===== config.mk =====
export PLATFORM = sky130hd
export DESIGN_NAME = rhh_mod
export DESIGN_NICKNAME = d
export VERILOG_FILES = /design/src/rtl/rhh_pkg.sv /design/src/rtl/rhh_mod.sv
export SDC_FILE = /design/constraint.sdc
export NUM_CORES = 1
export LEC_CHECK = 0
export CORE_UTILIZATION = 50
export DETAILED_ROUTE_END_ITERATION = 16
export DONT_BUFFER_PORTS = 1
export HOLD_SLACK_MARGIN = 0.08
export PLACE_DENSITY = 0.65
export SLEW_MARGIN = 20
export SYNTH_ARGS = -nofsm -noshare
export SYNTH_HDL_FRONTEND = slang
export SYNTH_SLANG_ARGS = --single-unit

===== constraint.sdc =====
create_clock -name i_clk -period 7.2 [get_ports i_clk]
set_clock_uncertainty 0.05 [all_clocks]
set_input_delay 0 -clock i_clk [delete_from_list [all_inputs] [get_ports i_clk]]
set_output_delay 0 -clock i_clk [all_outputs]
set_load 0.01 [all_outputs]

===== src/rtl/rhh_pkg.sv =====
package rhh_pkg;

    localparam int FUNC_W    = 2;
    localparam int KEY_W     = 64;
    localparam int VAL_W     = 32;
    localparam int STAT_W    = 3;
    localparam int CNT_W     = 11;
    localparam int LP_W      = 10;
    localparam int KEY_BYTES = 8;
    localparam int DVD_CNT_W = 7;

    localparam logic [KEY_W-1:0] HASH_START = 64'd5381;

    localparam logic [FUNC_W-1:0] FUNC_PUT    = 2'd0;
    localparam logic [FUNC_W-1:0] FUNC_FIND   = 2'd1;
    localparam logic [FUNC_W-1:0] FUNC_REMOVE = 2'd2;

    localparam logic [STAT_W-1:0] ST_INSERTED = 3'd0;
    localparam logic [STAT_W-1:0] ST_UPDATED  = 3'd1;
    localparam logic [STAT_W-1:0] ST_FOUND    = 3'd2;
    localparam logic [STAT_W-1:0] ST_NOTFOUND = 3'd3;
    localparam logic [STAT_W-1:0] ST_REMOVED  = 3'd4;
    localparam logic [STAT_W-1:0] ST_NULLKEY  = 3'd5;
    localparam logic [STAT_W-1:0] ST_FULL     = 3'd6;

    typedef enum logic [3:0] {
        S_CLEAR,
        S_IDLE,
        S_HASH,
        S_MOD,
        S_LRD,
        S_LCHK,
        S_UPD,
        S_IRD,
        S_ICHK,
        S_RRD,
        S_RCHK,
        S_RFIN,
        S_SCAN,
        S_SDRAIN,
        S_RESP
    } t_state;

    // Keeps the key bytes up to the first NUL and zeroes the rest.
    function automatic logic [KEY_W-1:0] norm_key(input logic [KEY_W-1:0] raw);
        logic [KEY_W-1:0] k;
        logic             alive;
        k     = '0;
        alive = 1'b1;
        for (int i = 0; i < KEY_BYTES; i++) begin
            if (raw[8*i +: 8] == 8'd0) begin
                alive = 1'b0;
            end
            if (alive) begin
                k[8*i +: 8] = raw[8*i +: 8];
            end
        end
        return k;
    endfunction

endpackage


===== src/rtl/rhh_mod.sv =====
module rhh_mod (
    input  logic                      i_clk,
    input  logic                      i_rst_n,
    input  logic                      i_start,
    input  logic [rhh_pkg::KEY_W-1:0] i_dvd,
    input  logic [rhh_pkg::CNT_W-1:0] i_dvs,
    output logic                      o_done,
    output logic [rhh_pkg::CNT_W-1:0] o_rem
);
    import rhh_pkg::*;

    logic [DVD_CNT_W-1:0] r_cnt;
    logic                 r_done;
    logic [KEY_W-1:0]     r_dvd;
    logic [CNT_W-1:0]     r_rem;
    logic [CNT_W:0]       w_trial;
    logic [CNT_W:0]       w_dvs;

    assign w_trial = {r_rem, r_dvd[KEY_W-1]};
    assign w_dvs   = {1'b0, i_dvs};

    // Restoring division, one dividend bit per cycle; only the remainder is kept.
    always_ff @(posedge i_clk) begin
        if (!i_rst_n) begin
            r_cnt  <= '0;
            r_done <= 1'b0;
        end else begin
            r_done <= 1'b0;
            if (i_start) begin
                r_cnt <= DVD_CNT_W'(KEY_W);
                r_dvd <= i_dvd;
                r_rem <= '0;
            end else if (r_cnt != '0) begin
                r_dvd <= r_dvd << 1;
                if (w_trial >= w_dvs) begin
                    r_rem <= CNT_W'(w_trial - w_dvs);
                end else begin
                    r_rem <= CNT_W'(w_trial);
                end
                r_cnt <= r_cnt - 1'b1;
                if (r_cnt == DVD_CNT_W'(1)) begin
                    r_done <= 1'b1;
                end
            end
        end
    end

    assign o_done = r_done;
    assign o_rem  = r_rem;

endmodule


==> impl_metrics.ini, run 1 <==
[drt]
ant_nets = 0
wl_per_cell_um = 16.3
wirelength_um = 7820
drt_iter0_markers = 93
dr.pass1.iters = 4
via_count = 2563
viasPerCell = 5.35
drcViolationCount = 0

[setup_path]
worst-path-buf-inv = 0
path_cells = ha_1, a21oi_1, o21ai_1, o31ai_4, mux2i_1, nor2_1
path_delay_family = compound AO/OA/AOI/OAI gates
crit_type = reg2reg
worstSetupEndpointType = flip-flop
cp_slowest_cell = o31ai_4
arrival_ns = 2.68
crit_required_ns = 7.24
slowest_delay_ns = 0.74
start_kind = flip-flop
crit_path_max_fanout = 18

[sta]
slew_headroom_pct = 31.2
setup_viol = 0
worst_pin_slew_ns = 1.03
post-route-period-util_pct = 36.7
final_hold_viol_count = 0
fmax_mhz = 379
rsz0062_at_grt = no
finalMaxSlewViolations = 0
fin_crit_ns = 2.64
tns_ns = 0

[synth]
yosys_warnings = 0
ys_ff_latch = 83
yosys-top-cells-area = edfxtp_1 54%, mux2_2 17%, ha_1 3.9%
synth_top_area_cell = edfxtp_1
yosys-top-cells-count = 75 x edfxtp_1, 63 x mux2_2, 18 x inv_1, 18 x nor2_1, 13 x ha_1
syn_inst = 302
synthDistinctLibCells = 48
yosys.area.top_type_share_pct = 54.3
synth_edf_count = 75
ys_seq_area_share_pct = 58.1
async_flop_share_pct = 0
synth_ff_type = edfxtp_1
synth_most_common_cell = edfxtp_1
synth_nets = 394
synth.avg_cell_area_sq_um = 13.7
syn-cell-area_sq_um = 4150

[clocking]
clk_path_buf_depth = 2
cts_buffers = 9
cts.htree.levels = 3
clockRootBuffer = clkbuf_8
cts_tree = built
clock_latency_ns = 0.35
clk_pin_slew_worst_paths_ns = 0.09
ctsHoldBuffers = 69
post-cts-setup-buffer-count = 0
cts.sinks = 83
ctsResizeCount = 0

[job]
cap_viol_max_count = 0

[finish]
drive_above_1_share_pct = 23.9
syn2layout_area_growth_pct = 24.4
num-nets-final = 464
insertedDiodeCount = 0

[run_status]
status = finished clean

[die]
rows = 32
dieArea_sq_um = 8670
fp.dieW_um = 93.1
initial_core_util_pct = 52.6
core_sq_um = 7890
die_height_um = 93.1
ios = 90

[grt]
grt_use_total_pct = 19.0
first_global_vias = 2599
grt_overflow = 0
grt_max_degree = 78
grt_first_pass_wirelength_um = 12400
antenna_found_initial = 0

[power_and_ir_drop]
powerDensity_nw_per_um2 = 290
seq_power_share_pct = 46.8
power_leakage_nw = 1.89
p_clk_share_pct = 24.6
p_comb_share_pct = 28.6
swShare_pct = 30.4
vdd_drop_max_mv = 0.127
switchingPower_mw = 0.455
p_int_mw = 1.04
power.total_mw = 1.50

[placement]
gp_congestion = 0.828
dpl.hpwl_um = 4650
port_buffers = 0

[hold_path]
hp-class = in2reg
==> stage by stage <==
step / hold slack [ns] / util, % / setup slack [ns] / area (sq um) / cells
5_1_grt: 0.129 / 65.5 / 4.37 / 5160 / 479
2_1_floorplan: 0.0675 / - / 4.19 / 4150 / 302
6_report: 0.134 / 65.5 / 4.56 / 5160 / 479
4_1_cts: 0.102 / 65.5 / 4.56 / 5160 / 479
3_3_place_gp: 0.0702 / 53.7 / 4.66 / 4240 / 394
3_5_place_dp: 0.0727 / 53.7 / 4.59 / 4240 / 394
==> flip-flops by register name, summed over array words and instances, names as in the netlist <==
signal,cells
r_dvd,64
o_rem,11
r_cnt,7
o_done,1
==> worst paths after layout <==
check | startpoint | endpoint | slack [ns] | cells past startpoint
worst max-delay path | o_rem[6] | o_rem[4] | 4.56 | 6
worst min-delay path | i_dvs[0] | o_rem[0] | 0.13 | 3
worst max register to register | o_rem[6] | o_rem[4] | 4.56 | 6
worst min register to register | r_cnt[1] | r_cnt[1] | 0.46 | 2
==> cell families after synthesis <==
group	share of synthesized area, %
AOI/OAI and AO/OA	7.48
xor gates and xnor gates	1.69
adders and majority gates	4.40
buffers and inverters	2.74
DFF	58.1
muxes	17.8
and+or+nand+nor	7.75
==> cell type report <==
cell class,count,area [sq um]
Clock buffer,10,128
Tap cell,102,128
Clock inverter,6,87.6
Inverter,18,67.6
Fill cell,614,2730
Multi-Input combinational cell,191,1630
Timing Repair Buffer,69,708
Sequential cell,83,2410
==> cells in the final DEF, fill, tap and decap left out, drive strengths merged, types with 2 or more instances in the layout <==
master	count
edfxtp	75
dlygate4sd3	68
mux2	63
inv	19
nor2	19
ha	13
clkbuf	10
a21oi	10
nand2	9
nor3	8
dfxtp	8
o21ai	8
nor2b	6
nand3	5
xnor2	5
a211oi	5
o21a	5
xor2	3
mux2i	3
nand2b	3
clkinv	3
nand4	2
o31a	2
or3b	2
or3	2
bufinv	2
or2	2
a31oi	2
o31ai	2
==> layer usage <==
layer  up-vias  share of wire (%)  global-route usage [%]
met5         -                  0                       0
met4         0                1.6                    8.08
met3        11                5.2                    5.12
met2        63                 49                    31.5
met1      1220                 44                    23.2
li1       1269                  -                       -
==> power by group through the flow <==
stage               registers (mW)  logic [mW]  clock network [mW]
floorplan                    0.701       0.337                   0
global placement             0.712       0.379                   0
detailed placement           0.712       0.388                   0
CTS                          0.702       0.429               0.376
global route                 0.713       0.479               0.396
finish                       0.702       0.428               0.369
==> worst min-delay path: cells and delay by family <==
kind	cells	cell delay (ns)
fa+ha+maj	1	0.14
simple gates	1	0.16
compound gates	1	0.07
No activity file was read; power rests on OpenSTA's default activity.
==> run 2, diff against run 1 <==
- clock period: 7.2 -> 2.76 ns (I/O delays scaled with it)
==> impl_metrics.ini, run 2 (synthesis results as in run 1) <==
[finish]
fin_util_pct = 66.1
insertedDiodeCount = 0
drive_above_1_share_pct = 25.1
syn2layout_area_growth_pct = 25.7
final_common_cell = edfxtp_1
mostFrequentLayoutCells = 75 x edfxtp_1, 68 x dlygate4sd3_1, 63 x mux2_2
largest_reg_flops = 64
largest-register = r_dvd
num-nets-final = 470

[grt]
first_global_vias = 2750
grt_overflow = 0
grt_use_total_pct = 20.8
antenna_found_initial = 0
grt_max_degree = 78
grt_first_pass_wirelength_um = 13400

[die]
rows = 32
fp.dieW_um = 93.1
core_sq_um = 7890
ios = 90
die_height_um = 93.1
initial_core_util_pct = 52.6
dieArea_sq_um = 8670

[sta]
post-route-period-util_pct = 93.0
finalMaxSlewViolations = 0
fmax_mhz = 390
worst_pin_slew_ns = 0.428
fin_crit_ns = 2.57
tns_ns = 0
final_hold_viol_count = 0
rsz0062_at_grt = no
setup_viol = 0
slew_headroom_pct = 71.5

[drt]
wl_met1_um = 3610
wl_per_cell_um = 17.3
dr_wl_met2_um = 4290
drt_iter0_markers = 113
viasPerCell = 5.43
via_count = 2632
drcViolationCount = 0
route.met3.wl_um = 408
wirelength_um = 8390
dr.pass1.iters = 4
ant_nets = 0
routed.top_layer = met4

[clocking]
clock_latency_ns = 0.35
cts_buffers = 9
cts.sinks = 83
clk_pin_slew_worst_paths_ns = 0.09
clockRootBuffer = clkbuf_8
clk_path_buf_depth = 2
cts.htree.levels = 3
cts_tree = built
ctsResizeCount = 0

[placement]
dpl.hpwl_um = 4760
gp_congestion = 0.780
port_buffers = 0

[setup_path]
crit_path_max_fanout = 9
cp_slowest_cell = fa_1
path_delay_family = adder cells
start_kind = flip-flop
arrival_ns = 2.72
path_cells = inv_1, ha_1, fa_1, nand2b_2, a21o_1, a21oi_2, o31ai_4, buf_4, or3b_1, a21oi_1
worst-path-buf-inv = 2
crit_type = reg2reg
worstSetupEndpointType = flip-flop
slowest_delay_ns = 0.41
crit_required_ns = 2.91

[job]
cap_viol_max_count = 0

[run_status]
status = finished clean

[power_and_ir_drop]
power_leakage_nw = 1.91
vdd_drop_max_mv = 0.382
powerDensity_nw_per_um2 = 754

[hold_path]
hp-class = in2reg
## run 2: cell types whose count changed in the layout (fill, tap and decap cells not counted), sizes merged
cell / previous run / this run
bufinv: 2 / 1
inv: 19 / 20
buf: 1 / 7
clkinvlp: 0 / 1
clkinv: 3 / 2
## run 2: final timing paths
path / startpoint / to / slack (ns) / depth (start not counted)
setup reg to reg: r_dvd[63] / o_rem[6] / 0.19 / 10
hold reg to reg: r_cnt[1] / r_cnt[1] / 0.46 / 2
setup / recovery: r_dvd[63] / o_rem[6] / 0.19 / 10
hold / removal: i_dvs[1] / o_rem[1] / 0.10 / 3
## run 2: repair_timing
item | in CTS | in global routing
buffers inserted | 0 | 3
endpoints found under the hold margin | 108 | 0
hold buffers | 69 | 0
setup endpoints to repair | 0 | 1
## run 2: worst register-to-register path, stage by stage, from the launching register on
cell and delay, ns:
edfxtp_1 0.33, inv_1 0.05, ha_1 0.20, fa_1 0.41, nand2b_2 0.22, a21o_1 0.19
a21oi_2 0.18, o31ai_4 0.09, buf_4 0.18, or3b_1 0.37, a21oi_1 0.15
## run 2: layer usage
layer | global-route usage [%] | up-vias
met1 | 26.0 | 1277
li1 | - | 1281
met3 | 4.80 | 7
met4 | 7.69 | 0
met5 | 0 | -
met2 | 35.0 | 67
## run 2: where the power goes
group / switching [mW] / internal [mW] / total, mW
clock: 0.476 / 0.429 / 0.905
sequential: 0.139 / 1.69 / 1.83
combinational: 0.627 / 0.574 / 1.20
## run 2: final cells by class
type	count	area, sq um
fill	607	2670
sequential	83	2410
multi-input combinational	191	1630
timing repair buffer	75	778
clock buffer	10	128
tap	102	128
clock inverter	6	72.6
inverter	18	67.6
## run 2: stage by stage
step / setup WS (ns) / std cells / total power, mW / cell area [sq um] / hold slack [ns]
floorplan: 0.476 / 302 / 2.70 / 4150 / 0.0675
global placement: 0.257 / 398 / 2.88 / 4290 / 0.0701
detailed placement: 0.192 / 398 / 2.91 / 4290 / 0.0776
CTS: 0.150 / 483 / 3.93 / 5200 / 0.0903
global route: 0.0333 / 485 / 4.18 / 5220 / 0.117
finish: 0.194 / 485 / 3.94 / 5220 / 0.105
==> run 3, diff against run 2 <==
- CORE_UTILIZATION: 50 -> 58
- PLACE_DENSITY: 0.65 -> 0.74
==> impl_metrics.ini, run 3 (synthesis results as in run 1) <==
[run_status]
status = finished clean

[setup_path]
arrival_ns = 2.71
cp_slowest_cell = edfxtp_1
worstSetupEndpointType = flip-flop
crit_path_max_fanout = 7
reg2reg_slack_ns = 0.18
slowest_delay_ns = 0.45
worst-path-buf-inv = 2
start_kind = flip-flop
crit_required_ns = 2.89
crit_type = reg2reg
path_delay_family = compound AO/OA/AOI/OAI gates
path_cells = inv_1, fa_1, nand2b_2, a21o_1, a21oi_2, o31ai_4, buf_4, or3_1, a21oi_1

[grt]
grt_max_degree = 78
grt_first_pass_wirelength_um = 12400
antenna_found_initial = 0
grt_use_total_pct = 21.9
first_global_vias = 2637
grt_overflow = 0

[hold_path]
hp-class = in2reg

[clocking]
cts.sinks = 83
cts.htree.levels = 3
clock_latency_ns = 0.35
ctsResizeCount = 0
cts_buffers = 9
clk_path_buf_depth = 2
clockRootBuffer = clkbuf_8
cts_tree = built
clk_pin_slew_worst_paths_ns = 0.10

[die]
ios = 90
dieArea_sq_um = 7500
initial_core_util_pct = 60.4
core_sq_um = 6870
fp.dieW_um = 86.6
die_height_um = 86.6
rows = 30

[sta]
rsz0062_at_grt = no
fin_ws_ns = 0.177
post-route-period-util_pct = 93.6
finalMaxSlewViolations = 0
fin_crit_ns = 2.58
setup_viol = 0
final_hold_viol_count = 0
fmax_mhz = 387
tns_ns = 0
holdWs_ns = 0.166
slew_headroom_pct = 64.6
worst_pin_slew_ns = 0.532

[drt]
viasPerCell = 5.49
wirelength_um = 7760
ant_nets = 0
dr.pass1.iters = 4
via_count = 2628
drt_iter0_markers = 98
drcViolationCount = 0
wl_per_cell_um = 16.2

[job]
cap_viol_max_count = 0

[placement]
port_buffers = 0
dpl.hpwl_um = 4540
dp_cells = 390
gp_congestion = 0.862
place_area_sq_um = 4250
dpl_worst_slack_ns = 0.185

[finish]
mostFrequentLayoutCells = 75 x edfxtp_1, 69 x dlygate4sd3_1, 63 x mux2_2
insertedDiodeCount = 0
syn2layout_area_growth_pct = 25.1
stdcell_count = 479
num-nets-final = 470
final_area_sq_um = 5190
final_common_cell = edfxtp_1
drive_above_1_share_pct = 25.1
largest-register = r_dvd
largest_reg_flops = 64
fill_cells = 466

[power_and_ir_drop]
powerDensity_nw_per_um2 = 751
vdd_drop_max_mv = 0.528
power_leakage_nw = 1.91
run 3: cell count changes in the layout (fill, tap and decap cells not counted), sizes merged:
cell / change
buf: -1
clkbuf: -1
clkinv: -1
inv: +2
dlygate4sd3: +1
run 3: report_power, final:
| part | internal [mW] | switching, mW |
|---|---|---|
| Clock | 0.433 | 0.460 |
| Combinational | 0.556 | 0.619 |
| Sequential | 1.69 | 0.137 |
| Total | 2.68 | 1.22 |
run 3: layout make-up:
| cell class | count | area (sq um) | share of cell area, % |
|---|---|---|---|
| clock buffer | 9 | 124 | 2.39 |
| clock inverter | 7 | 80.1 | 1.54 |
| inverter | 18 | 67.6 | 1.30 |
| multi-input combinational | 191 | 1630 | 31.4 |
| sequential | 83 | 2410 | 46.5 |
| tap | 96 | 120 | 2.31 |
| timing repair buffer | 75 | 756 | 14.6 |
run 3: final timing paths:
check / startpoint / to / depth (start not counted)
max: o_rem[0] / o_rem[3] / 9
min: i_rst_n / r_dvd[31] / 2
max reg2reg: o_rem[0] / o_rem[3] / 9
min reg2reg: r_cnt[1] / r_cnt[1] / 2
run 3: metrics by stage:
stage	utilization, %	power, mW
5_1_grt	75.6	4.12
6_report	75.6	3.90
4_1_cts	75.2	3.87
2_1_floorplan	-	2.70
3_3_place_gp	61.8	2.84
3_5_place_dp	61.8	2.87
run 3: what timing repair did:
item                                    CTS  global route
buffers inserted                          0             3
endpoints found under the hold margin    83             0
hold buffers                             70             0
endpoints found under the setup margin    0             5
run 3: routing by layer:
layer | wire length [um] | part of all wire [%] | track usage (%) | up-vias
met4 | 59 | 0.76 | 6.67 | 0
met2 | 3950 | 51 | 37.6 | 78
li1 | - | - | - | 1291
met5 | 0 | 0 | 0 | -
met3 | 365 | 4.7 | 5.43 | 6
met1 | 3390 | 44 | 27.5 | 1253
