**config.mk**
```make
export PLATFORM = sky130hd
export DESIGN_NAME = rhh_hash
export DESIGN_NICKNAME = d
export VERILOG_FILES = /design/src/rtl/rhh_pkg.sv /design/src/rtl/rhh_hash.sv
export SDC_FILE = /design/constraint.sdc
export NUM_CORES = 1
export LEC_CHECK = 0
export ABC_AREA = 1
export BUFFER_PORTS_ARGS = -buffer_cell sky130_fd_sc_hd__buf_2
export CAP_MARGIN = 20
export CELL_PAD_IN_SITES_DETAIL_PLACEMENT = 0
export CELL_PAD_IN_SITES_GLOBAL_PLACEMENT = 2
export CORE_MARGIN = 3
export CORE_UTILIZATION = 36
export DETAILED_ROUTE_END_ITERATION = 10
export PLACE_DENSITY_LB_ADDON = 0.1
export SYNTH_ARGS = -nofsm -noshare
export SYNTH_HDL_FRONTEND = slang
export SYNTH_SLANG_ARGS = --single-unit
```
**constraint.sdc**
```tcl
create_clock -name i_clk -period 12.3 [get_ports i_clk]
set_input_delay 1.23 -clock i_clk [delete_from_list [all_inputs] [get_ports i_clk]]
set_output_delay 1.23 -clock i_clk [all_outputs]
set_load 0.005 [all_outputs]
```
**src/rtl/rhh_pkg.sv**
```systemverilog
package rhh_pkg;

    localparam int FUNC_W    = 2;
    localparam int KEY_W     = 64;
    localparam int VAL_W     = 32;
    localparam int STAT_W    = 3;
    localparam int CNT_W     = 11;
    localparam int LP_W      = 10;
    localparam int KEY_BYTES = 8;
    localparam int DVD_CNT_W = 7;

    localparam logic [KEY_W-1:0] HASH_START = 64'd5381;

    localparam logic [FUNC_W-1:0] FUNC_PUT    = 2'd0;
    localparam logic [FUNC_W-1:0] FUNC_FIND   = 2'd1;
    localparam logic [FUNC_W-1:0] FUNC_REMOVE = 2'd2;

    localparam logic [STAT_W-1:0] ST_INSERTED = 3'd0;
    localparam logic [STAT_W-1:0] ST_UPDATED  = 3'd1;
    localparam logic [STAT_W-1:0] ST_FOUND    = 3'd2;
    localparam logic [STAT_W-1:0] ST_NOTFOUND = 3'd3;
    localparam logic [STAT_W-1:0] ST_REMOVED  = 3'd4;
    localparam logic [STAT_W-1:0] ST_NULLKEY  = 3'd5;
    localparam logic [STAT_W-1:0] ST_FULL     = 3'd6;

    typedef enum logic [3:0] {
        S_CLEAR,
        S_IDLE,
        S_HASH,
        S_MOD,
        S_LRD,
        S_LCHK,
        S_UPD,
        S_IRD,
        S_ICHK,
        S_RRD,
        S_RCHK,
        S_RFIN,
        S_SCAN,
        S_SDRAIN,
        S_RESP
    } t_state;

    // Keeps the key bytes up to the first NUL and zeroes the rest.
    function automatic logic [KEY_W-1:0] norm_key(input logic [KEY_W-1:0] raw);
        logic [KEY_W-1:0] k;
        logic             alive;
        k     = '0;
        alive = 1'b1;
        for (int i = 0; i < KEY_BYTES; i++) begin
            if (raw[8*i +: 8] == 8'd0) begin
                alive = 1'b0;
            end
            if (alive) begin
                k[8*i +: 8] = raw[8*i +: 8];
            end
        end
        return k;
    endfunction

endpackage

```
**src/rtl/rhh_hash.sv**
```systemverilog
module rhh_hash (
    input  logic                      i_clk,
    input  logic                      i_rst_n,
    input  logic                      i_start,
    input  logic [rhh_pkg::KEY_W-1:0] i_key,
    output logic                      o_done,
    output logic [rhh_pkg::KEY_W-1:0] o_hash
);
    import rhh_pkg::*;

    localparam int BW = $clog2(KEY_BYTES) > 0 ? $clog2(KEY_BYTES) : 1;

    logic             r_busy;
    logic             r_done;
    logic             r_alive;
    logic [BW-1:0]    r_i;
    logic [KEY_W-1:0] r_key;
    logic [KEY_W-1:0] r_acc;
    logic [7:0]       w_byte;

    assign w_byte = r_key[7:0];

    // One key byte per cycle: acc = acc * 33 + byte, stopping at the first NUL.
    always_ff @(posedge i_clk) begin
        if (!i_rst_n) begin
            r_busy <= 1'b0;
            r_done <= 1'b0;
        end else begin
            r_done <= 1'b0;
            if (i_start) begin
                r_busy  <= 1'b1;
                r_alive <= 1'b1;
                r_i     <= '0;
                r_key   <= i_key;
                r_acc   <= HASH_START;
            end else if (r_busy) begin
                r_key <= r_key >> 8;
                if (r_alive && (w_byte != 8'd0)) begin
                    r_acc <= (r_acc << 5) + r_acc + {{(KEY_W-8){1'b0}}, w_byte};
                end else begin
                    r_alive <= 1'b0;
                end
                if (r_i == BW'(KEY_BYTES - 1)) begin
                    r_busy <= 1'b0;
                    r_done <= 1'b1;
                end else begin
                    r_i <= r_i + 1'b1;
                end
            end
        end
    end

    assign o_done = r_done;
    assign o_hash = r_acc;

endmodule

```
==> results of run 1 <==
[tightest hold or removal path, cell delays in order, from the launching register on]
cell and delay, ns:
dfxtp_1 0.31, nand2_1 0.05, nor2_1 0.04
[per-stage QoR]
step / cells / hold slack [ns] / utilization, % / power, W
2_1_floorplan: 1754 / 0.411 / - / 0.00108
5_1_grt: 2336 / 0.459 / 42.5 / 0.00200
4_1_cts: 2336 / 0.442 / 42.5 / 0.00188
3_5_place_dp: 2304 / 0.434 / 40.5 / 0.00132
6_report: 2336 / 0.437 / 42.5 / 0.00187
3_3_place_gp: 2304 / 0.427 / 40.5 / 0.00131
[cells by family after synthesis]
logic type / count (synthesis)
adder cells (fa/ha/maj): 128
AO/OA/AOI/OAI: 132
AND/OR/NAND/NOR: 1002
buffers and inverters: 356
flip-flops: 134
XOR/XNOR: 2
[routing by layer]
layer  global-route usage, %  up-vias  routed length [um]
li1                        -     5734                   -
met1                    31.0     5004               19000
met2                    36.9      246               18000
met3                    2.70       35                1510
met4                    5.73        0                 806
met5                       0        -                   0
[state kept, by name, indices dropped and copies added, names as in the netlist]
name and count:
r_i 3, r_key 64, o_done 1, r_alive 1, o_hash 64, r_busy 1
[synthesized netlist by cell type (5+ instances only)]
master	number
clkbuf_1	16
nor2_1	137
o21bai_1	6
nand2_1	728
nor3_1	5
nand3_2	8
edfxtp_1	132
a21oi_1	94
nor2_2	12
o21ai_0	30
and2_1	5
nand3_1	56
nand2_2	22
nand4_1	12
ha_1	124
inv_1	335
[power breakdown]
group | internal, W | total (W) | leakage (nW) | switching, W
logic | 0.000228 | 0.000716 | 6.05 | 0.000488
registers | 0.000558 | 0.000592 | 1.28 | 0.0000336
clock network | 0.000313 | 0.000561 | 0.306 | 0.000248
[final cells by class]
type                       count  area share (%)
clock inverter                15            1.50
timing repair buffer         135            5.06
sequential                   134            29.5
multi-input combinational   1264            47.4
tap                          435            4.02
inverter                     336            9.32
clock buffer                  17            3.14
[final timing paths]
| kind | endpoint | cells past startpoint |
|---|---|---|
| setup / recovery | o_hash[55] | 5 |
| hold / removal | o_done | 2 |
| setup reg to reg | o_hash[34] | 14 |
| hold reg to reg | o_done | 2 |
==> impl_results.md, run 1 <==
* FF+latch area at 0.00400 mm^2
* Worst min-delay path class: flop to flop
* Final Hold Fails at 0
* Gpl congestion at 0.909
* Drt wl/cell at 16.8 um
* Tmin final at 3.68 ns
* 1st-iter DRT viols at 785
* CP peak stage delay at 0.85 ns
* Worst slew pin tran at 1.01 ns
* FP Rows at 65
* Post-synthesis register bit count at 134
* DP Wirelength at 32300 um
* Die width at 187 um
* Via-to-Cell Ratio at 4.72
* Crit path setup slack, layout at 8.62 ns
* Final setup vio count at 0
* Simple-gate share of the synthesized area at 34.7%
* Worst EP arrival at 3.74 ns
* Initial Utilization at 36.9%
* TNS Setup at 0 ns
* Placed Area at 0.0129 mm^2
* Multi-input gate area at 0.00643 mm^2
* Die ar. at 0.0349 mm^2
* Global-route usage over all layers at 22.3%
* Crit. End Element: flop
* Vias at 11000
* Synth async-reset ratio at 0%
* CP Data Required Time at 12.37 ns
* Aggregate global routing overflow at 0
* Die Span Y at 187 um
* Worst rel slew slack at 32.7%
* Worst path cell trace: buf_2 > buf_4 > o21ai_0 > nor2_4 > buf_4
* Most frequent cells in the layout: 728 x nand2_1, 334 x inv_1, 136 x nor2_1
* H-Tree Depth at 4
* Post-route cell area at 0.0136 mm^2
* Status: completed
* Crit-path leading delay family: buffers and inverters
* Reg-to-Reg Start: o_hash[7]
* Vias in the first global route at 10500
* Largest family of logic cells by synthesized area: simple AND/OR/NAND/NOR gates
* Largest net degree at the start of global routing at 77
* Number of flops mapped to enable cells by yosys at 132
* Yosys warns at 0
* Most common cell on crit path: buf_4
* CTS Buf Count at 17
* DRC Markers at 0
* Yosys top cell by area: edfxtp_1
* Initial antenna violation count at 0
* Synth Area in Compound Gates at 5.79%
* Maximum clock path buffer count at 2
* Post-synthesis xor/xnor area fraction at 0.149%
* Diode count at 0
* Critical Path Start: i_start
* Root buf cell: clkbuf_16
* Max Cap Viol at 0
* Drt first pass iters at 5
* Clk_skew at 0.0162 ns
* P&R area growth vs syn at 15.1%
* RSZ-0062 raised after global routing: false
* Pre-CTS setup slack at 8.08 ns
* CP Buf/Inv Count at 3
* PortBufs at 131
* Top cell type's share of synthesized area at 33.7%
* Post-synthesis adder-cell area fraction at 13.9%
* Worst vdd rail ir drop at 0.0000896 V
* Total of fill cells in the finished design at 3508
* Most common cell after layout, fill and taps aside: nand2_1
* CP Class: primary input to flop
* Post-synthesis mux area share at 0%
* First-pass GRT wire length at 59800 um
* Clk slew on worst S/H paths at 0.07 ns
* # Post-CTS Setup Buffers at 0
* # IOs at 132
* Leak Pwr at 7.64 nW
* Core area at 0.0319 mm^2
* Clock Latency Late Sink at 0.44 ns
* Post-synthesis cell area at 0.0118 mm^2
* Slew Limit Fails at 0
* Post-CTS Resized at 0
* Power density over cell area at 138 mW/mm^2
* Top post-synthesis cells by area: edfxtp_1 34%, nand2_1 23%, ha_1 13%
* Nets at 2083
* Syn avg cell area at 6.71 um^2
* Slowest CP cell: nor2_4
* CP Launch Type: primary input
* Top FF cell, synth: edfxtp_1
* Final WL at 39400 um
* TritonCTS clock tree: done
* Worst Path Max Fanout at 76
* Syn_nets at 1949
* Peak Freq at 272 MHz
* Hold Crit Start: r_busy
* Cts hold-fix bufs at 0
* Synth Instances at 1754
* Clk sinks at 134
* Detail Route Antenna Nets at 0
* Register area share after synthesis at 34.0%
* Yosys cell types at 32
* R2R setup slack at 9.17 ns
* Layout cells sized above 1 at 11.7%
* Tcrit/Tclk final at 29.9%
No activity file was read; power rests on OpenSTA's default activity.
==> run 2, diff against run 1 <==
ABC_AREA = 0   (was 1)
CORE_UTILIZATION = 35   (was 36)
clock period = 3.1 ns   (was 12.3 ns; I/O delays follow)
==> impl_results.md, run 2 <==
* Root buf cell: clkbuf_16
* Clk slew on worst S/H paths at 0.08 ns (about the same)
* Synth async-reset ratio at 0% (unchanged)
* Worst min-delay path class: primary input to flop
* Initial antenna violation count at 7 (+7)
* Failing checks: setup timing
* CP Data Required Time at 3.26 ns (-9.11 ns)
* Top cell type's share of synthesized area at 40.4% (+6.7 points)
* Die width at 173 um (-7.1%)
* Clock Latency Late Sink at 0.43 ns (about the same)
* Status: finished, violations left
* Yosys cell types at 61 (+91%)
* Slew Limit Fails at 0 (unchanged)
* Fin cells at 1694 (-27%)
* Final setup vio count at 33 (+33)
* Vias at 8486 (-23%)
* Crit path setup slack, layout at -0.320 ns (-8.94 ns)
* H-Tree Depth at 4 (unchanged)
* 1st-iter DRT viols at 400 (-49%)
* CP peak stage delay at 0.53 ns (-0.32 ns)
* Post-synthesis cell area at 0.00982 mm^2 (-17%)
* Yosys warns at 0 (unchanged)
* Worst slew pin tran at 0.605 ns (-0.403 ns)
* Global-route usage over all layers at 19.4% (-2.8 points)
* Slowest CP cell: fa_2
* Register area share after synthesis at 40.8% (+6.8 points)
* DRC Markers at 0 (unchanged)
* CP Launch Type: flop
* Top post-synthesis cells by area: edfxtp_1 40%, ha_1 16%, mux2_2 7.1%
* Layout cells sized above 1 at 47.2% (+35 points)
* Core area at 0.0273 mm^2 (-15%)
* RSZ-0062 raised after global routing: true
* Worst Path Max Fanout at 4 (-95%)
* Power density over cell area at 749 mW/mm^2 (+440%)
* Worst EP arrival at 3.58 ns (-0.16 ns)
* Syn avg cell area at 10.6 um^2 (+58%)
* Worst rel slew slack at 59.7% (+27 points)
* Vias in the first global route at 8769 (-17%)
* CTS Buf Count at 17 (unchanged)
* Final Hold Fails at 0 (unchanged)
* Worst path cell trace: buf_6 > fa_2 > ha_4 > buf_12 > a221oi_4 > o221a_4 > nor4_4 > o21ai_4 > nor4_4 > buf_4 > a211oi_2 > xor2_1 > nor2_1
* Gpl congestion at 0.834 (-8.3%)
* Synth top cells by count: 132 x edfxtp_1, 124 x ha_1, 88 x nor2_1
* FP Rows at 60 (-7.7%)
* Clk_skew at 0.0120 ns (-0.00422 ns)
* Die Span Y at 173 um (-7.1%)
* Most common cell on crit path: nor4_4
* Crit. End Element: flop
* Drt first pass iters at 5 (unchanged)
* PortBufs at 131 (unchanged)
* Final WL at 29500 um (-25%)
* CP Class: flop to flop
* Clk sinks at 134 (unchanged)
* Post-synthesis register bit count at 134 (unchanged)
* Most frequent cells in the layout: 250 x buf_4, 132 x edfxtp_1, 130 x buf_2
* Drt wl/cell at 17.4 um (+3.4%)
* Pre-CTS setup slack at -0.370 ns (-8.45 ns)
* Max Cap Viol at 0 (unchanged)
* Detail Route Antenna Nets at 0 (unchanged)
* Nets at 1503 (-28%)
* Largest net degree at the start of global routing at 121 (+57%)
* # IOs at 132 (unchanged)
* Via-to-Cell Ratio at 5.01 (+6.2%)
* Number of flops mapped to enable cells by yosys at 132 (unchanged)
* First-pass GRT wire length at 46900 um (-22%)
* Top FF cell, synth: edfxtp_1
* DP Wirelength at 22100 um (-32%)
* Cts hold-fix bufs at 0 (unchanged)
* Maximum clock path buffer count at 2 (unchanged)
* Syn_nets at 1121 (-42%)
* Yosys top cell by area: edfxtp_1
* Dominant cell by count in the synthesized netlist: edfxtp_1
* Leak Pwr at 6.23 nW (-18%)
* Initial Utilization at 36.0% (-0.90 points)
* Die ar. at 0.0301 mm^2 (-14%)
* Aggregate global routing overflow at 0 (unchanged)
* Most common cell after layout, fill and taps aside: buf_4
* Worst vdd rail ir drop at 0.000294 V (+230%)
* P&R area growth vs syn at 47.1%
* TNS Setup at -4.89 ns (-4.89 ns)
* Dpl cells at 1619 (-30%)
* Tcrit/Tclk final at 110%
* TritonCTS clock tree: done
* Peak Freq at 292 MHz
* Tmin final at 3.42 ns
* Synth Instances at 926 (-47%)
## run 2: cell types whose count changed after synthesis, sizes merged, moves of 18 or more
cell / change
mux2: +63
nor2: -64
xnor2: +28
xor2: +21
inv: -306
a21o: +32
nor2b: +18
nand3: -50
nand2: -694
## run 2: per-layer routing
layer | global-route usage [%] | vias to the layer above | wire length [um]
met5 | 0 | - | 58
met4 | 5.27 | 12 | 578
met3 | 4.12 | 50 | 1260
met2 | 32.7 | 177 | 14100
met1 | 25.4 | 4006 | 13500
li1 | - | 4241 | -
## run 2: stage by stage
| step | power, W | cell area, um^2 | hold slack (ns) | utilization (%) |
|---|---|---|---|---|
| global placement | 0.00772 | 12600 | 0.515 | 46.3 |
| global route | 0.0116 | 14400 | 0.155 | 53.0 |
| floorplan | 0.00542 | 9910 | 0.409 | - |
| detailed placement | 0.00773 | 12600 | 0.515 | 46.3 |
| finish | 0.0108 | 14400 | 0.153 | 53.0 |
| CTS | 0.0107 | 14200 | 0.138 | 52.1 |
## run 2: final timing paths
kind / slack, ns / to / start / cells past startpoint
min: 0.15 / r_key[57] / i_key[57] / 2
min reg2reg: 0.52 / o_done / r_busy / 1
max: -0.32 / o_hash[59] / o_hash[1] / 13
max reg2reg: -0.32 / o_hash[59] / o_hash[1] / 13
## run 2: worst max-delay path: cells and delay by family, from the launching register on
kind,cells,cell delay [ns]
AOI/OAI and AO/OA,4,1.19
adders and majority gates,2,0.74
DFF,1,0.44
xor gates and xnor gates,1,0.18
buffers and inverters,3,0.42
and+or+nand+nor,3,0.17
## run 2: cell families (layout without fill, tap and decap cells)
logic type                 Yosys count  count (layout)  share of synthesized area (%)
xor gates and xnor gates            51              51                           4.55
and+or+nand+nor                    250             250                           12.5
buffers and inverters               65             460                           2.63
AOI/OAI and AO/OA                  235             235                           15.7
adders and majority gates          128             128                           16.6
other                                0               1                              0
muxes                               63              63                           7.23
DFF                                134             134                           40.8
## run 2: area by class of cell
cell class	instances	area (um^2)
fill	2526	12800
multi-input combinational	727	6450
sequential	134	4000
timing repair buffer	398	2770
tap	372	465
clock buffer	17	425
clock inverter	15	203
inverter	30	113
antenna	1	2.50
## run 2: what timing repair did
action | in CTS | in global routing
setup buffers | 32 | 14
setup endpoints to repair | 42 | 44
pin swaps | 67 | 28
resized for setup | 113 | 38
hold endpoints to repair | 0 | 0
## run 2: where the power goes
part / internal (W) / total (W) / switching, W
Clock: 0.00124 / 0.00224 / 0.00100
Combinational: 0.00311 / 0.00610 / 0.00300
Sequential: 0.00232 / 0.00247 / 0.000147
==> run 3, diff against run 2 <==
CORE_UTILIZATION = 29   (was 35)
==> impl_results.md, run 3 (synthesis results as in run 2) <==
* Nets at 1510 (+0.47%)
* Die width at 190 um (+9.5%)
* # IOs at 132 (unchanged)
* Reg2reg end: o_hash[63]
* Initial antenna violation count at 6 (-1)
* FF-to-FF path depth at 14 (+1)
* Power density over cell area at 750 mW/mm^2 (about the same)
* Clk slew on worst S/H paths at 0.07 ns (about the same)
* Via-to-Cell Ratio at 4.78 (-4.5%)
* Vias at 8476 (-0.12%)
* Tcrit/Tclk final at 109% (-1.3 points)
* PortBufs at 131 (unchanged)
* Die Span Y at 190 um (+9.5%)
* Clock Latency Late Sink at 0.44 ns (about the same)
* Initial Utilization at 29.8% (-6.2 points)
* Vias in the first global route at 8944 (+2.0%)
* P&R area growth vs syn at 52.2%
* H-Tree Depth at 4 (unchanged)
* Leak Pwr at 6.33 nW (+1.6%)
* Hold path cells at 2 (unchanged)
* CP Class: flop to flop
* TritonCTS clock tree: done
* Worst EP arrival at 3.55 ns (-0.03 ns)
* TNS Setup at -3.64 ns (+1.25 ns)
* Worst vdd rail ir drop at 0.000385 V (+31%)
* Dpl cells at 1703 (+5.2%)
* Post-route cell area at 0.0149 mm^2 (+3.5%)
* RSZ-0062 raised after global routing: true
* Hold Crit Start: i_key[63]
* Clk sinks at 134 (unchanged)
* Share of power burned in registers at 22.1% (-0.7 points)
* Crit path setup slack, layout at -0.280 ns (+0.0398 ns)
* Hold Path End: r_key[63]
* CP Data Required Time at 3.27 ns (about the same)
* Maximum clock path buffer count at 2 (unchanged)
* Drt first pass iters at 4 (-1)
* Peak Freq at 296 MHz (+1.2%)
* Slew Limit Fails at 0 (unchanged)
* Layout cells sized above 1 at 50.1% (+2.9 points)
* Sw Share at 38.4% (+0.097 points)
* Tmin final at 3.38 ns (-0.0398 ns)
* Global-route usage over all layers at 17.6% (-1.8 points)
* Combinational share of power at 58.4% (+2.0 points)
* Root buf cell: clkbuf_16
* Aggregate global routing overflow at 0 (unchanged)
* Die ar. at 0.0361 mm^2 (+20%)
* Clk_skew at 0.0115 ns (-0.000434 ns)
* Status: finished, violations left
* Failing checks: setup timing
* Final Hold Fails at 0 (unchanged)
* Final setup vio count at 27 (-18%)
* P_sw at 0.00431 W (+3.9%)
* 1st-iter DRT viols at 352 (-12%)
* Placed Area at 0.0128 mm^2 (+1.5%)
* Largest net degree at the start of global routing at 79 (-35%)
* Power Total at 0.0112 W (+3.6%)
* Most frequent cells in the layout: 244 x buf_4, 132 x edfxtp_1, 130 x buf_2
* R2R setup slack at -0.28 ns (+0.04 ns)
* Final WL at 31200 um (+5.8%)
* CP Launch Type: flop
* Clock power frac at 19.5% (-1.3 points)
* FP Rows at 66 (+10%)
* Drt wl/cell at 17.6 um (+1.1%)
* Most common cell after layout, fill and taps aside: buf_4
* Fin cells at 1772 (+4.6%)
* Worst Path Max Fanout at 6 (+2)
* Reg-to-Reg Start: o_hash[0]
* Core area at 0.0329 mm^2 (+21%)
* Power Internal at 0.00690 W (+3.4%)
* Cts hold-fix bufs at 0 (unchanged)
* First-pass GRT wire length at 49500 um (+5.7%)
* DP Wirelength at 23900 um (+8.4%)
* Gpl congestion at 0.801 (-4.0%)
* Crit. End Element: flop
* CTS Buf Count at 17 (unchanged)
* Worst rel slew slack at 65.6% (+5.9 points)
* Worst slew pin tran at 0.516 ns (-0.0890 ns)
* Worst min-delay path class: primary input to flop
* Max Cap Viol at 0 (unchanged)
* DRC Markers at 0 (unchanged)
* Detail Route Antenna Nets at 0 (unchanged)
## run 3: cell types whose count changed in the layout (fill, tap and decap cells not counted), moves of 6 or more
cell     delta
nor2_1      -6
buf_4       -6
xnor2_2     +7
ha_4        +9
ha_1       -13
buf_6      +13
xnor2_1     -6
## run 3: power groups by stage
stage	Sequential (W)	Combinational [W]	Clock, W
global placement	0.00251	0.00539	0
floorplan	0.00248	0.00294	0
CTS	0.00248	0.00639	0.00225
global route	0.00250	0.00719	0.00231
finish	0.00248	0.00655	0.00218
detailed placement	0.00252	0.00535	0
## run 3: metrics by stage
| step | setup slack [ns] | hold slack, ns | utilization, % |
|---|---|---|---|
| final | -0.280 | 0.153 | 45.3 |
| after floorplan | -0.173 | 0.409 | - |
| after CTS | -0.309 | 0.126 | 44.7 |
| after detailed placement | -0.453 | 0.517 | 38.9 |
| after global routing | -0.429 | 0.141 | 45.3 |
| after global placement | -0.368 | 0.519 | 38.9 |
## run 3: cell type report
class / count / area [um^2]
Sequential cell: 134 / 4000
Multi-Input combinational cell: 727 / 6780
Inverter: 30 / 113
Clock inverter: 15 / 185
Tap cell: 442 / 553
Antenna cell: 2 / 5.00
Clock buffer: 17 / 425
Fill cell: 3214 / 18000
Timing Repair Buffer: 405 / 2880
## run 3: critical path: stages, from the launching register on
cell and delay [ns]:
edfxtp_1 0.35, inv_1 0.06, fa_1 0.52, inv_1 0.06, ha_4 0.31, and3_4 0.20
a221oi_4 0.08, buf_4 0.14, o221a_4 0.23, nor4_4 0.22, o21ai_4 0.13, nor4_4 0.35
o211ai_1 0.20, a21oi_1 0.18, nor3b_2 0.06
## run 3: repair_timing
item	4_1_cts	5_1_grt
cloned	0	0
pin swaps	86	48
endpoints found under the setup margin	44	43
setup buffers	35	10
resized for setup	172	46
## run 3: worst max path at each step
stage	startpoint	endpoint	slack (ns)
global placement	o_hash[6]	o_hash[50]	-0.37
global route	r_key[1]	o_hash[61]	-0.43
floorplan	o_hash[0]	o_hash[53]	-0.17
detailed placement	o_hash[2]	o_hash[62]	-0.45
finish	o_hash[0]	o_hash[63]	-0.28
CTS	r_key[6]	o_hash[53]	-0.31
## run 3: layer usage
layer / share of wire [%] / track usage (%)
met5: 0.13 / 0
met1: 46 / 22.3
met4: 1.8 / 5.26
met3: 4.0 / 3.98
met2: 49 / 29.9
